**src/sv/stable_priority_queue_core_macros.svh**
```systemverilog
// Assertion macros shared by the priority queue RTL.
`ifndef STABLE_PRIORITY_QUEUE_CORE_MACROS_SVH
`define STABLE_PRIORITY_QUEUE_CORE_MACROS_SVH

// Same-cycle implication, checked at every rising clock edge out of reset.
`define SPQ_ASSERT_NOW(lbl, ante, cons, msg) \
   lbl: assert property (@(posedge clock) disable iff (reset) (ante) |-> (cons)) \
      else $error(msg);

// Next-cycle implication.
`define SPQ_ASSERT_NEXT(lbl, ante, cons, msg) \
   lbl: assert property (@(posedge clock) disable iff (reset) (ante) |=> (cons)) \
      else $error(msg);

`endif

```
**src/sv/spq_pkg.sv**
```systemverilog
// Types and constants for the stable priority queue.
package spq_pkg;

   localparam int DEPTH_DEFAULT         = 16;
   localparam int HANDLE_BITS_DEFAULT   = 16;
   localparam int PRIORITY_BITS_DEFAULT = 8;

   localparam int CMD_BITS      = 2;
   localparam int HANDLE_W      = 16;
   localparam int KIND_W        = 4;
   localparam int PRIORITY_W    = 8;
   localparam int STATUS_BITS   = 2;
   localparam int ENTRY_COUNT_W = 5;

   typedef enum logic [CMD_BITS-1:0] {
      CMD_APPEND  = 2'd0,
      CMD_INSERT  = 2'd1,
      CMD_DEQUEUE = 2'd2,
      CMD_STATUS  = 2'd3
   } spq_cmd_type;

   typedef enum logic [STATUS_BITS-1:0] {
      ST_DONE  = 2'd0,
      ST_FULL  = 2'd1,
      ST_EMPTY = 2'd2
   } spq_status_type;

   typedef enum logic [1:0] {
      CELL_HOLD = 2'd0,
      CELL_PUSH = 2'd1,
      CELL_POP  = 2'd2
   } spq_cell_op_type;

   // Broadcast from the controller to every cell.
   typedef struct packed {
      spq_cell_op_type op;
      logic            by_priority;
   } spq_ctl_type;

   typedef struct packed {
      logic [CMD_BITS-1:0]   command;
      logic [HANDLE_W-1:0]   handle;
      logic [KIND_W-1:0]     kind_tag;
      logic [PRIORITY_W-1:0] priority_req;
   } spq_req_type;

   typedef struct packed {
      logic [STATUS_BITS-1:0]   status;
      logic [HANDLE_W-1:0]      out_handle;
      logic [KIND_W-1:0]        out_kind_tag;
      logic [PRIORITY_W-1:0]    out_priority;
      logic [ENTRY_COUNT_W-1:0] entry_count;
      logic                     is_empty;
   } spq_rsp_type;

endpackage

```
**src/sv/spq_cell.sv**
```systemverilog
// One queue slot: holds an entry and trades it with its neighbors.
module spq_cell #(
   parameter int IDX        = 0,
   parameter int COUNT_BITS = 5,
   parameter int HW         = 16,
   parameter int PW         = 8
) (
   input  logic                        clock,
   input  spq_pkg::spq_ctl_type        ctl,
   input  logic [COUNT_BITS-1:0]       count,
   input  logic [HW-1:0]               new_handle,
   input  logic [spq_pkg::KIND_W-1:0]  new_kind,
   input  logic [PW-1:0]               new_prio,
   input  logic                        mark_left,
   input  logic [HW-1:0]               left_handle,
   input  logic [spq_pkg::KIND_W-1:0]  left_kind,
   input  logic [PW-1:0]               left_prio,
   input  logic [HW-1:0]               right_handle,
   input  logic [spq_pkg::KIND_W-1:0]  right_kind,
   input  logic [PW-1:0]               right_prio,
   output logic                        mark,
   output logic [HW-1:0]               handle,
   output logic [spq_pkg::KIND_W-1:0]  kind,
   output logic [PW-1:0]               prio
);

   logic [HW-1:0]              handle_ff, handle_in;
   logic [spq_pkg::KIND_W-1:0] kind_ff, kind_in;
   logic [PW-1:0]              prio_ff, prio_in;
   logic                       occupied;
   logic                       lower;

   assign occupied = count > COUNT_BITS'(IDX);
   assign lower    = occupied && (new_prio > prio_ff);

   // mark: the insert point is at or before this slot
   always_comb begin
      if (ctl.by_priority) begin
         mark = mark_left || lower || !occupied;
      end else begin
         mark = !occupied;
      end
   end

   always_comb begin
      handle_in = handle_ff;
      kind_in   = kind_ff;
      prio_in   = prio_ff;
      case (ctl.op)
         spq_pkg::CELL_PUSH: begin
            if (mark_left) begin
               handle_in = left_handle;
               kind_in   = left_kind;
               prio_in   = left_prio;
            end else if (mark) begin
               handle_in = new_handle;
               kind_in   = new_kind;
               prio_in   = new_prio;
            end
         end
         spq_pkg::CELL_POP: begin
            handle_in = right_handle;
            kind_in   = right_kind;
            prio_in   = right_prio;
         end
         default: begin
         end
      endcase
   end

   always_ff @(posedge clock) begin
      handle_ff <= handle_in;
      kind_ff   <= kind_in;
      prio_ff   <= prio_in;
   end

   assign handle = handle_ff;
   assign kind   = kind_ff;
   assign prio   = prio_ff;

endmodule

```
**src/sv/stable_priority_queue_core.sv**
```systemverilog
// Stable priority queue: request channel in, one response beat per request out.
//
// Requests carry a command (append, insert by priority, dequeue, status), a
// handle, a kind tag and a priority. Insert places the entry ahead of the
// first stored entry of strictly lower priority, so equal priorities keep
// arrival order; append always goes to the tail.
// Every accepted request yields exactly one response beat with the status,
// the dequeued entry (zero unless a dequeue succeeds), the entry count and
// the empty flag. A full queue rejects enqueues, an empty one rejects dequeues.
// Latency: the response is registered and valid the cycle after the request
// beat. Throughput: one request per cycle unless req_stall holds the channel;
// the slots form a row of cells that all compare against the new priority
// in the same cycle, and the insert point ripples from the head along the row.
// Reset empties the queue (entry data is not cleared, only the count).
// While rsp_stall holds a response, req_stall is raised and the request
// channel waits; the response beat holds its payload.
module stable_priority_queue_core #(
   parameter int DEPTH         = spq_pkg::DEPTH_DEFAULT,
   parameter int HANDLE_BITS   = spq_pkg::HANDLE_BITS_DEFAULT,
   parameter int PRIORITY_BITS = spq_pkg::PRIORITY_BITS_DEFAULT
) (
   input  logic                 clock,
   input  logic                 reset,
   input  logic                 req_valid,
   output logic                 req_stall,
   input  spq_pkg::spq_req_type req_data,
   output logic                 rsp_valid,
   input  logic                 rsp_stall,
   output spq_pkg::spq_rsp_type rsp_data
);

`include "stable_priority_queue_core_macros.svh"

   localparam int CW = $clog2(DEPTH + 1);
   localparam int HW = (HANDLE_BITS < spq_pkg::HANDLE_W) ? HANDLE_BITS : spq_pkg::HANDLE_W;
   localparam int PW = (PRIORITY_BITS < spq_pkg::PRIORITY_W) ?
                       PRIORITY_BITS : spq_pkg::PRIORITY_W;

   logic [CW-1:0]        count_ff, count_in;
   logic                 rsp_valid_ff, rsp_valid_in;
   spq_pkg::spq_rsp_type rsp_ff, rsp_in;
   spq_pkg::spq_ctl_type ctl;
   logic                 accept;
   logic                 full;
   logic                 empty;
   logic                 push_go;
   logic                 deq_reject;

   logic [HW-1:0]              handle_a [DEPTH];
   logic [spq_pkg::KIND_W-1:0] kind_a   [DEPTH];
   logic [PW-1:0]              prio_a   [DEPTH];
   logic                       mark_a   [DEPTH];

   logic [HW+spq_pkg::HANDLE_W-1:0]      head_handle_ext;
   logic [PW+spq_pkg::PRIORITY_W-1:0]    head_prio_ext;
   logic [CW+spq_pkg::ENTRY_COUNT_W-1:0] count_ext;

   assign req_stall = rsp_valid_ff && rsp_stall;
   assign accept    = req_valid && !req_stall;
   assign full      = count_ff == CW'(DEPTH);
   assign empty     = count_ff == '0;

   assign push_go    = accept && !full && (req_data.command == spq_pkg::CMD_APPEND ||
                                           req_data.command == spq_pkg::CMD_INSERT);
   assign deq_reject = accept && empty && req_data.command == spq_pkg::CMD_DEQUEUE;

   assign head_handle_ext = {{spq_pkg::HANDLE_W{1'b0}}, handle_a[0]};
   assign head_prio_ext   = {{spq_pkg::PRIORITY_W{1'b0}}, prio_a[0]};
   assign count_ext       = {{spq_pkg::ENTRY_COUNT_W{1'b0}}, count_in};

   always_comb begin
      ctl.op          = spq_pkg::CELL_HOLD;
      ctl.by_priority = req_data.command == spq_pkg::CMD_INSERT;
      count_in        = count_ff;
      rsp_in          = '0;
      rsp_in.status   = spq_pkg::ST_DONE;
      if (accept) begin
         case (spq_pkg::spq_cmd_type'(req_data.command))
            spq_pkg::CMD_APPEND, spq_pkg::CMD_INSERT: begin
               if (full) begin
                  rsp_in.status = spq_pkg::ST_FULL;
               end else begin
                  ctl.op   = spq_pkg::CELL_PUSH;
                  count_in = count_ff + CW'(1);
               end
            end
            spq_pkg::CMD_DEQUEUE: begin
               if (empty) begin
                  rsp_in.status = spq_pkg::ST_EMPTY;
               end else begin
                  ctl.op              = spq_pkg::CELL_POP;
                  count_in            = count_ff - CW'(1);
                  rsp_in.out_handle   = head_handle_ext[spq_pkg::HANDLE_W-1:0];
                  rsp_in.out_kind_tag = kind_a[0];
                  rsp_in.out_priority = head_prio_ext[spq_pkg::PRIORITY_W-1:0];
               end
            end
            default: begin
            end
         endcase
      end
      rsp_in.entry_count = count_ext[spq_pkg::ENTRY_COUNT_W-1:0];
      rsp_in.is_empty    = count_in == '0;
   end

   always_comb begin
      if (accept) begin
         rsp_valid_in = 1'b1;
      end else if (!rsp_stall) begin
         rsp_valid_in = 1'b0;
      end else begin
         rsp_valid_in = rsp_valid_ff;
      end
   end

   always_ff @(posedge clock) begin
      if (reset) begin
         count_ff     <= '0;
         rsp_valid_ff <= 1'b0;
      end else begin
         count_ff     <= count_in;
         rsp_valid_ff <= rsp_valid_in;
      end
   end

   always_ff @(posedge clock) begin
      if (accept) begin
         rsp_ff <= rsp_in;
      end
   end

   assign rsp_valid = rsp_valid_ff;
   assign rsp_data  = rsp_ff;

   for (genvar i = 0; i < DEPTH; i++) begin : g_cell
      logic                       mark_left;
      logic [HW-1:0]              left_handle, right_handle;
      logic [spq_pkg::KIND_W-1:0] left_kind, right_kind;
      logic [PW-1:0]              left_prio, right_prio;

      if (i == 0) begin : g_head
         assign mark_left   = 1'b0;
         assign left_handle = '0;
         assign left_kind   = '0;
         assign left_prio   = '0;
      end else begin : g_body
         assign mark_left   = mark_a[i-1];
         assign left_handle = handle_a[i-1];
         assign left_kind   = kind_a[i-1];
         assign left_prio   = prio_a[i-1];
      end

      // tail slot refills from itself on a pop; the count drop hides it
      if (i == DEPTH - 1) begin : g_tail
         assign right_handle = handle_a[i];
         assign right_kind   = kind_a[i];
         assign right_prio   = prio_a[i];
      end else begin : g_mid
         assign right_handle = handle_a[i+1];
         assign right_kind   = kind_a[i+1];
         assign right_prio   = prio_a[i+1];
      end

      spq_cell #(
         .IDX        (i),
         .COUNT_BITS (CW),
         .HW         (HW),
         .PW         (PW)
      ) u_cell (
         .clock        (clock),
         .ctl          (ctl),
         .count        (count_ff),
         .new_handle   (req_data.handle[HW-1:0]),
         .new_kind     (req_data.kind_tag),
         .new_prio     (req_data.priority_req[PW-1:0]),
         .mark_left    (mark_left),
         .left_handle  (left_handle),
         .left_kind    (left_kind),
         .left_prio    (left_prio),
         .right_handle (right_handle),
         .right_kind   (right_kind),
         .right_prio   (right_prio),
         .mark         (mark_a[i]),
         .handle       (handle_a[i]),
         .kind         (kind_a[i]),
         .prio         (prio_a[i])
      );
   end

   `SPQ_ASSERT_NOW(a_count_bound, 1'b1, count_ff <= CW'(DEPTH), "entry count above depth")
   `SPQ_ASSERT_NOW(a_empty_flag, rsp_valid_ff, rsp_ff.is_empty == empty, "empty flag mismatch")
   `SPQ_ASSERT_NEXT(a_push_count, push_go, count_ff == $past(count_ff) + CW'(1), "enqueue lost")
   `SPQ_ASSERT_NEXT(a_empty_reject, deq_reject, rsp_ff.status == spq_pkg::ST_EMPTY && empty, "no reject")

endmodule
```
**config.mk**
```make
export PLATFORM = sky130hd
export DESIGN_NAME = stable_priority_queue_core
export DESIGN_NICKNAME = d
export VERILOG_FILES = /design/src/sv/spq_pkg.sv /design/src/sv/spq_cell.sv /design/src/sv/stable_priority_queue_core.sv
export VERILOG_INCLUDE_DIRS = /design/src /design/src/sv
export SDC_FILE = /design/constraint.sdc
export NUM_CORES = 1
export LEC_CHECK = 0
export BUFFER_PORTS_ARGS = -buffer_cell sky130_fd_sc_hd__buf_2
export CORE_MARGIN = 3
export CORE_UTILIZATION = 40
export DETAILED_ROUTE_END_ITERATION = 10
export HOLD_SLACK_MARGIN = 0.08
export SETUP_SLACK_MARGIN = 0.5
export SLEW_MARGIN = 20
export SYNTH_ARGS = -nofsm -noshare
export SYNTH_HDL_FRONTEND = slang
export SYNTH_SLANG_ARGS = --single-unit
```
**constraint.sdc**
```tcl
create_clock -name clock -period 5.3 [get_ports clock]
set_input_delay 0.265 -clock clock [delete_from_list [all_inputs] [get_ports clock]]
set_output_delay 0.265 -clock clock [all_outputs]
set_load 0.05 [all_outputs]
```
==> flow_summary.toml, run 1 <==
[logic_synthesis]
synth_fa_ha_area_frac = 0.0581
ys_top_cells_by_area = "edfxtp_1 (50%), ha_1 (5.8%), nand2_1 (4.6%)"
syn-num-nets = 3021
yosysWarnings = 0
synthXorXnorAreaFrac = 0.000301
ys_seq_area_frac = 0.504
synth_cells = 2852
synth_top_area_cell = "edfxtp_1"
ys.flop_type = "edfxtp_1"
synth_top_area_share = 0.500
synth-simple-area-share = 0.152
ys_ff_latch = 490
synth_mux_area_frac = 0.0409
synth_edf_count = 484
synth-compound-area-share = 0.186
syn_avg_cell_area_um2 = 10.2
synth_top_family_by_area = "compound AO/OA/AOI/OAI gates"
syn-cell-area_um2 = 29100
async_reset_ff_frac = 0
ys_types = 73

[clock_network]
clock_latency_ns = 0.62
cts_max_level = 2
path_clk_slew_ns = 0.06
clockRootBuffer = "clkbuf_16"
hold_buffers = 4
cts_tree = "yes"
post_cts_buffers = 0
cts_buffer_depth = 3
cts_resized = 0
cts_inserted_buffers = 54
cts.sinks = 490

[finish]
fin_util = 0.449
syn2layout_area_growth_pct = 10.8
antennaDiodeCount = 0
fin_nets = 2967
final_cell_mix = "edfxtp_1 (484), nand2_1 (353), inv_1 (159), nor2_1 (143), a21oi_1 (138)"
layout_commonest_cell = "edfxtp_1"
drive_above_1_share = 0.0964
final_cell_count_no_fill = 3793

[power]
p_leak_uw = 0.0120
power_per_cell_area_nw_per_um2 = 314
irDropWorstVdd_mv = 0.240
power.total_uw = 10100

[place]
dp_hpwl_mm = 62.2
place_inst = 3687
numPortBuffers = 71
finalWeightedCongestion = 0.922

[global_routing]
grt_antenna_before_repair = 3
grt_pass1_vias = 23932
grtUsageTotal = 0.239
grt_max_degree = 146
grt_first_pass_wirelength_mm = 142
overflow = 0

[floorplanning]
initial_core_util = 0.405
die_area_um2 = 76000
die_w_um = 276
chipHeight_um = 276
core_region_area_um2 = 71700
ioPinCount = 72
fp-row-count = 98

[worst_setup_path]
worstSetupPathType = "flip-flop to flip-flop"
worst_r2r_path_depth = 10
arrival_ns = 4.42
critPathLaunch = "count_ff[1]"
cp_cell_sequence = "inv_1 > ha_1 > and3_1 > a21oi_1 > nand2_1 > ha_4 > inv_8 > buf_4 > o21ai_0 > o311a_1"
start_kind = "flip-flop"
end_kind = "flip-flop"
r2r_slack_ns = 1.24
cp_slowest_cell = "buf_4"
r2r_start = "count_ff[1]"
critPathCapture = "g_cell[14].u_cell.prio[5]"
r2r-end = "g_cell[14].u_cell.prio[5]"
critPathMaxFanout = 83
required_ns = 5.65
max_stage_delay_ns = 0.81

[min_path]
min_delay_path_depth = 4
min_path_type = "primary input to flip-flop"

[detailed_routing]
wl_per_cell_um = 24.2
wl_met3_mm = 5.35
dr.pass1.iters = 5
drt_iter0_markers = 2608
postRouteWirelength_mm = 91.6
wl_met1_mm = 38.2
via_per_inst = 6.23
antenna_left = 0
dr_wl_met2_mm = 44.4
dr_total_vias = 23627
drc = 0
top_layer = "met5"

[sta]
period_share = 0.767
finalHoldViolCount = 0
tightest_slew_ns = 1.18
rsz0062_at_grt = "false"
setup_viol = 0
period_needed_ns = 4.06
finalSetupTns_ns = 0
fin_skew_ns = 0.0182
slew_headroom = 0.215
max_freq_mhz = 246
slew_viol_final = 0

[status]
status = "complete, no violations"

[job]
drv_cap = 0
final cells by class:
| class | count | area [µm²] |
|---|---|---|
| clock buffers | 69 | 1430 |
| clock inverters | 32 | 243 |
| fillers | 6772 | 39500 |
| inverters | 163 | 619 |
| multi-input cells | 1939 | 13000 |
| flip-flops and latches | 490 | 14700 |
| well taps | 950 | 1190 |
| repair buffers | 150 | 1040 |
state kept, by name, indices dropped and copies added, names as in the netlist:
signal,count
count_ff,5
g_cell.u_cell.kind,64
rsp_data,36
g_cell.u_cell.handle,256
rsp_valid,1
g_cell.u_cell.prio,128
cell usage after synthesis, drive strengths merged (13+ instances only):
cell type  count
nor3b         21
nand2        354
nand2b        23
o311a         35
nand3         93
a221o         42
a21o          20
nand4         19
o2111ai       59
o211ai        90
buf           69
a2bb2oi       21
ha           135
and2          46
nor3         138
inv          162
nor2b         18
edfxtp       484
o311ai        13
mux2          30
mux2i         85
a211oi        27
a311o         49
and3          30
o221ai        42
nor2         150
or4           28
a21oi        148
o21ai        141
clkbuf       191
how the worst min path moves through the flow:
stage	startpoint	to
6_report	req_data[28]	rsp_data[35]
5_1_grt	req_data[28]	rsp_data[35]
4_1_cts	req_data[28]	rsp_data[35]
3_5_place_dp	reset	count_ff[4]
3_3_place_gp	req_valid	rsp_valid
2_1_floorplan	reset	count_ff[1]
cells by family after synthesis:
kind of cell | count (synthesis)
buf+inv | 423
fa+ha+maj | 135
simple gates | 938
compound gates | 750
xor+xnor | 1
mux | 115
flops | 490
per-layer routing:
metal / GRT usage / up-vias
met3: 0.0283 / 206
met2: 0.403 / 895
met4: 0.0971 / 6
met5: 0 / -
met1: 0.312 / 11779
li1: - / 10741
report_power, final:
group	internal, µW	switching (µW)	leakage [µW]	total (µW)
clock network	2050	1610	0.000819	3660
logic	550	1040	0.00657	1590
registers	4690	185	0.00461	4870
critical path: cells and delay by family, from the launching register on:
kind | cells | cell delay (ns)
flops | 1 | 0.49
buf+inv | 3 | 1.39
fa+ha+maj | 2 | 0.68
simple gates | 2 | 0.42
compound gates | 3 | 0.75
stage by stage:
step                instance area, µm²  worst slack [ns]  hold slack, ns
floorplan                        29100             0.833           0.337
global placement                 30500              1.14           0.494
detailed placement               30500             0.964           0.510
CTS                              32200              1.29           0.104
global route                     32200              1.04           0.169
finish                           32200              1.24           0.148
(Power assumes the default switching activity.)
==> inputs of run 2 (changes only) <==
==> constraint.sdc (replaced) <==
create_clock -name clock -period 3.77 [get_ports clock]
set_input_delay 0.1885 -clock clock [delete_from_list [all_inputs] [get_ports clock]]
set_output_delay 0.1885 -clock clock [all_outputs]
set_load 0.05 [all_outputs]
==> run 2 against run 1 <==
Effect of this change: first-iteration DRC count increased by 5.6%; non-clock buffer count is 79 higher; sequential cell count unchanged; hold slack lost 0.038 ns; setup slack worse by 0.72 ns; total power rose by 45%; register-to-register slack got worse by 0.72 ns.
==> flow_summary.toml, run 2 (synthesis results as in run 1) <==
[sta]
tightest_slew_ns = 0.907
slew_headroom = 0.393
finalHoldViolCount = 0
fin_ws_ns = 0.519
fin_skew_ns = 0.0324
rsz0062_at_grt = "true"
finalSetupTns_ns = 0
max_freq_mhz = 308
period_needed_ns = 3.25
slew_viol_final = 0
setup_viol = 0
period_share = 0.862

[clock_network]
cts.sinks = 490
cts_buffer_depth = 3
cts_max_level = 2
clockRootBuffer = "clkbuf_16"
cts_tree = "yes"
path_clk_slew_ns = 0.06
cts_inserted_buffers = 54
clock_latency_ns = 0.63

[detailed_routing]
wl_per_cell_um = 24.5
via_per_inst = 6.21
antenna_left = 0
postRouteWirelength_mm = 95.2
dr_total_vias = 24128
drc = 0
dr.pass1.iters = 6
drt_iter0_markers = 2755

[place]
numPortBuffers = 71
finalWeightedCongestion = 0.937
dp_hpwl_mm = 64.4
pre_cts_slack_ns = 0.156
place_area_um2 = 31000

[floorplanning]
initial_core_util = 0.405
die_area_um2 = 76000
die_w_um = 276
fp-row-count = 98
core_region_area_um2 = 71700
ioPinCount = 72
chipHeight_um = 276

[power]
switching_power_uw = 4170
power.total_uw = 14700
pwr-share-comb = 0.164
irDropWorstVdd_mv = 0.374
p_int_uw = 10600
sw_frac_of_total = 0.283
power.share.clock = 0.371
p_leak_uw = 0.0126
power_per_cell_area_nw_per_um2 = 437
sequentialPowerShare = 0.465

[global_routing]
grt_pass1_vias = 24040
grt_first_pass_wirelength_mm = 144
grt_max_degree = 140
grtUsageTotal = 0.242
grt_antenna_before_repair = 2
overflow = 0

[worst_setup_path]
arrival_ns = 3.62
required_ns = 4.14
critPathLaunch = "g_cell[1].u_cell.prio[1]"
r2r_start = "g_cell[1].u_cell.prio[1]"
worstSetupPathType = "flip-flop to flip-flop"
end_kind = "flip-flop"
start_kind = "flip-flop"
critPathMaxFanout = 14

[min_path]
min_path_type = "primary input to flip-flop"
min_from = "req_data[9]"

[finish]
largest_reg_flops = 256
final_area_um2 = 33700
layout_commonest_cell = "edfxtp_1"
syn2layout_area_growth_pct = 15.8
drive_above_1_share = 0.141
final_cell_mix = "edfxtp_1 (484), nand2_1 (340), inv_1 (152), nor2_1 (139), a21oi_1 (136)"
fin_nets = 3056

[status]
status = "complete, no violations"

[job]
drv_cap = 0
-- run 2: path summary, 6_finish.rpt --
check	cells after the start	endpoint	slack [ns]
worst max-delay path	13	g_cell[3].u_cell.handle[7]	0.52
worst max register to register	13	g_cell[3].u_cell.handle[7]	0.52
worst min register to register	2	g_cell[2].u_cell.kind[2]	0.55
worst min-delay path	2	g_cell[15].u_cell.kind[1]	0.11
-- run 2: through the flow --
step                      hold WS, ns  instances   util
after global routing            0.101       3883  0.469
after global placement          0.416       3736  0.432
after floorplan                 0.253       2852      -
after CTS                      0.0826       3857  0.461
after detailed placement        0.452       3737  0.432
final                           0.109       3884  0.470
-- run 2: area by class of cell --
class                      count  area [µm²]
antenna                        1        2.50
clock buffer                  63        1410
clock inverter                39         380
fill                        6515       38100
inverter                     163         636
multi-input combinational   1949       13400
sequential                   490       14700
tap                          950        1190
timing repair buffer         229        2010
-- run 2: routing by layer --
layer | vias to the layer above | wire length [µm] | track usage
met5 | - | 28 | 0
met4 | 4 | 2800 | 0.0788
met3 | 168 | 6090 | 0.0303
met2 | 950 | 45900 | 0.407
met1 | 12066 | 40300 | 0.325
li1 | 10940 | - | -
-- run 2: timing repair --
item / in CTS / in global routing
hold buffers: 8 / 0
resized for setup: 36 / 56
cloned: 8 / 7
pin swaps: 7 / 10
setup endpoints to repair: 592 / 663
buffers inserted: 2 / 19
endpoints found under the hold margin: 12 / 0
-- run 2: worst max-delay path: stages, from the launching register on --
cell	delay, ns
edfxtp_1	0.38
inv_1	0.13
ha_1	0.26
nor2b_1	0.14
o211ai_1	0.20
a21oi_1	0.09
o32ai_1	0.26
buf_4	0.18
a21o_1	0.19
buf_4	0.16
a41oi_4	0.14
nor3_2	0.54
nor2_4	0.09
buf_12	0.19
-- run 2: power groups by stage --
stage	clock [µW]	combinational (µW)	sequential [µW]
2_1_floorplan	0	1440	6930
3_3_place_gp	0	2180	6960
3_5_place_dp	0	2260	6960
4_1_cts	5560	2310	6850
5_1_grt	5770	2630	6880
6_report	5460	2410	6850
==> inputs of run 3 (changes only) <==
--- a/config.mk
+++ b/config.mk
@@ -11,6 +11,7 @@
 export CORE_UTILIZATION = 40
 export DETAILED_ROUTE_END_ITERATION = 10
 export HOLD_SLACK_MARGIN = 0.08
+export PLACE_DENSITY = 0.6
 export SETUP_SLACK_MARGIN = 0.5
 export SLEW_MARGIN = 20
 export SYNTH_ARGS = -nofsm -noshare
==> constraint.sdc (replaced) <==
create_clock -name clock -period 2.7 [get_ports clock]
set_input_delay 0.135 -clock clock [delete_from_list [all_inputs] [get_ports clock]]
set_output_delay 0.135 -clock clock [all_outputs]
set_load 0.05 [all_outputs]
==> run 3 against run 2 <==
Effect of this change: sequential share of layout area decreased by 8.1 points; the run now ends with setup timing left; clock skew increased by 0.0046 ns; sequential power increased by 39%; cell count increased by 13%; routed wire length increased by 29%.
==> flow_summary.toml, run 3 (synthesis results as in run 1) <==
[finish]
syn2layout_area_growth_pct = 42.3
final_cell_mix = "edfxtp_1 (484), buf_4 (444), nand2_1 (308), nor2_1 (138), inv_1 (136)"
nFillCells = 5807
antennaDiodeCount = 0
layout_commonest_cell = "edfxtp_1"
fin_nets = 3574
largest_reg_flops = 256
drive_above_1_share = 0.360
final_cell_count_no_fill = 4401
fin_util = 0.577

[global_routing]
grt_first_pass_wirelength_mm = 171
overflow = 0
grtUsageTotal = 0.300
grt_max_degree = 48
grt_antenna_before_repair = 3
grt_pass1_vias = 26596

[job]
drv_cap = 0

[sta]
period_share = 1.20
tightest_slew_ns = 0.676
hold_ws_ns = 0.140
fin_skew_ns = 0.0369
rsz0062_at_grt = "true"
slew_viol_final = 0
fin_ws_ns = -0.539
slew_headroom = 0.544
setup_viol = 824
max_freq_mhz = 309
period_needed_ns = 3.24
finalHoldViolCount = 0

[worst_setup_path]
cp_slowest_cell = "edfxtp_1"
max_stage_delay_ns = 0.41
arrival_ns = 3.62
critPathMaxFanout = 7
required_ns = 3.08
crit_top_cell = "buf_6"
worstSetupPathType = "flip-flop to flip-flop"
worst-path-buf-inv = 8
start_kind = "flip-flop"
end_kind = "flip-flop"
cp_cell_sequence = "inv_2 > ha_4 > a21oi_4 > nand2_2 > o31ai_4 > buf_4 > buf_6 > buf_6 > nand4_1 > buf_4 > buf_6 > o21ai_4 > buf_6 > buf_12 > mux2i_2 > mux2i_1"
cp_top_family = "buffers and inverters"

[clock_network]
path_clk_slew_ns = 0.06
clock_latency_ns = 0.66
clockRootBuffer = "clkbuf_16"
cts.sinks = 490
cts_buffer_depth = 3
cts_max_level = 2
cts_tree = "yes"
cts_inserted_buffers = 55

[detailed_routing]
via_per_inst = 6.30
antenna_left = 0
postRouteWirelength_mm = 123
dr_total_vias = 27731
wl_per_cell_um = 27.9
drt_iter0_markers = 3681
drc = 0
dr.pass1.iters = 6

[place]
place_inst = 4125
numPortBuffers = 71
finalWeightedCongestion = 0.966
dp_hpwl_mm = 75.5
pre_cts_slack_ns = -0.739

[power]
irDropWorstVdd_mv = 0.507
power.total_uw = 21900
p_leak_uw = 0.0163
power_per_cell_area_nw_per_um2 = 528

[floorplanning]
fp-row-count = 98
die_w_um = 276
ioPinCount = 72
die_area_um2 = 76000
chipHeight_um = 276
initial_core_util = 0.405
core_region_area_um2 = 71700

[status]
violations = "setup timing"
status = "finished, violations left"

[min_path]
min_path_type = "primary input to flip-flop"
## run 3: final cells by class
| type | instances | area, µm² | share of cell area |
|---|---|---|---|
| multi-input combinational | 1940 | 15200 | 0.368 |
| sequential | 490 | 14700 | 0.354 |
| timing repair buffer | 755 | 7990 | 0.193 |
| clock buffer | 68 | 1430 | 0.0344 |
| tap | 950 | 1190 | 0.0287 |
| inverter | 163 | 631 | 0.0152 |
| clock inverter | 35 | 259 | 0.00626 |
## run 3: worst register-to-register path, delay by kind of cell (launching register included)
family                     cells  cell delay [ns]
buffers and inverters          8             1.03
AOI/OAI and AO/OA              3             0.74
and+or+nand+nor                2             0.19
adders and majority gates      1             0.22
muxes                          2             0.40
DFF                            1             0.41
## run 3: where the power goes
group / leakage, µW / switching [µW] / internal, µW
combinational: 0.0109 / 2810 / 2230
sequential: 0.00461 / 347 / 9190
clock: 0.000808 / 3340 / 3940
total: 0.0163 / 6490 / 15400
## run 3: repair_timing
item	CTS	global route
pin swaps	70	114
endpoints found under the setup margin	897	901
buffers inserted	57	40
hold buffers	26	0
gates cloned	21	29
hold endpoints to repair	110	0
resized for setup	130	253
## run 3: path summary, 6_finish.rpt
path | startpoint | endpoint | slack (ns) | depth (start not counted)
worst min-delay path | rsp_stall | count_ff[4] | 0.14 | 6
worst max-delay path | g_cell[3].u_cell.prio[7] | g_cell[7].u_cell.prio[7] | -0.54 | 16
worst max register to register | g_cell[3].u_cell.prio[7] | g_cell[7].u_cell.prio[7] | -0.54 | 16
worst min register to register | g_cell[1].u_cell.handle[5] | g_cell[0].u_cell.handle[5] | 0.56 | 2
## run 3: per-stage QoR
step / TNS (ns) / cell area (µm²)
2_1_floorplan: -84.53 / 31100
3_3_place_gp: -435.28 / 35600
3_5_place_dp: -479.48 / 35600
4_1_cts: -223.30 / 39200
5_1_grt: -347.47 / 41400
6_report: -297.77 / 41400
## run 3: per-layer routing
layer | vias to the layer above | part of all wire | GRT usage
li1 | 11966 | - | -
met1 | 13657 | 0.41 | 0.429
met2 | 1802 | 0.44 | 0.454
met3 | 306 | 0.11 | 0.0493
met4 | 0 | 0.047 | 0.117
met5 | - | 0 | 0
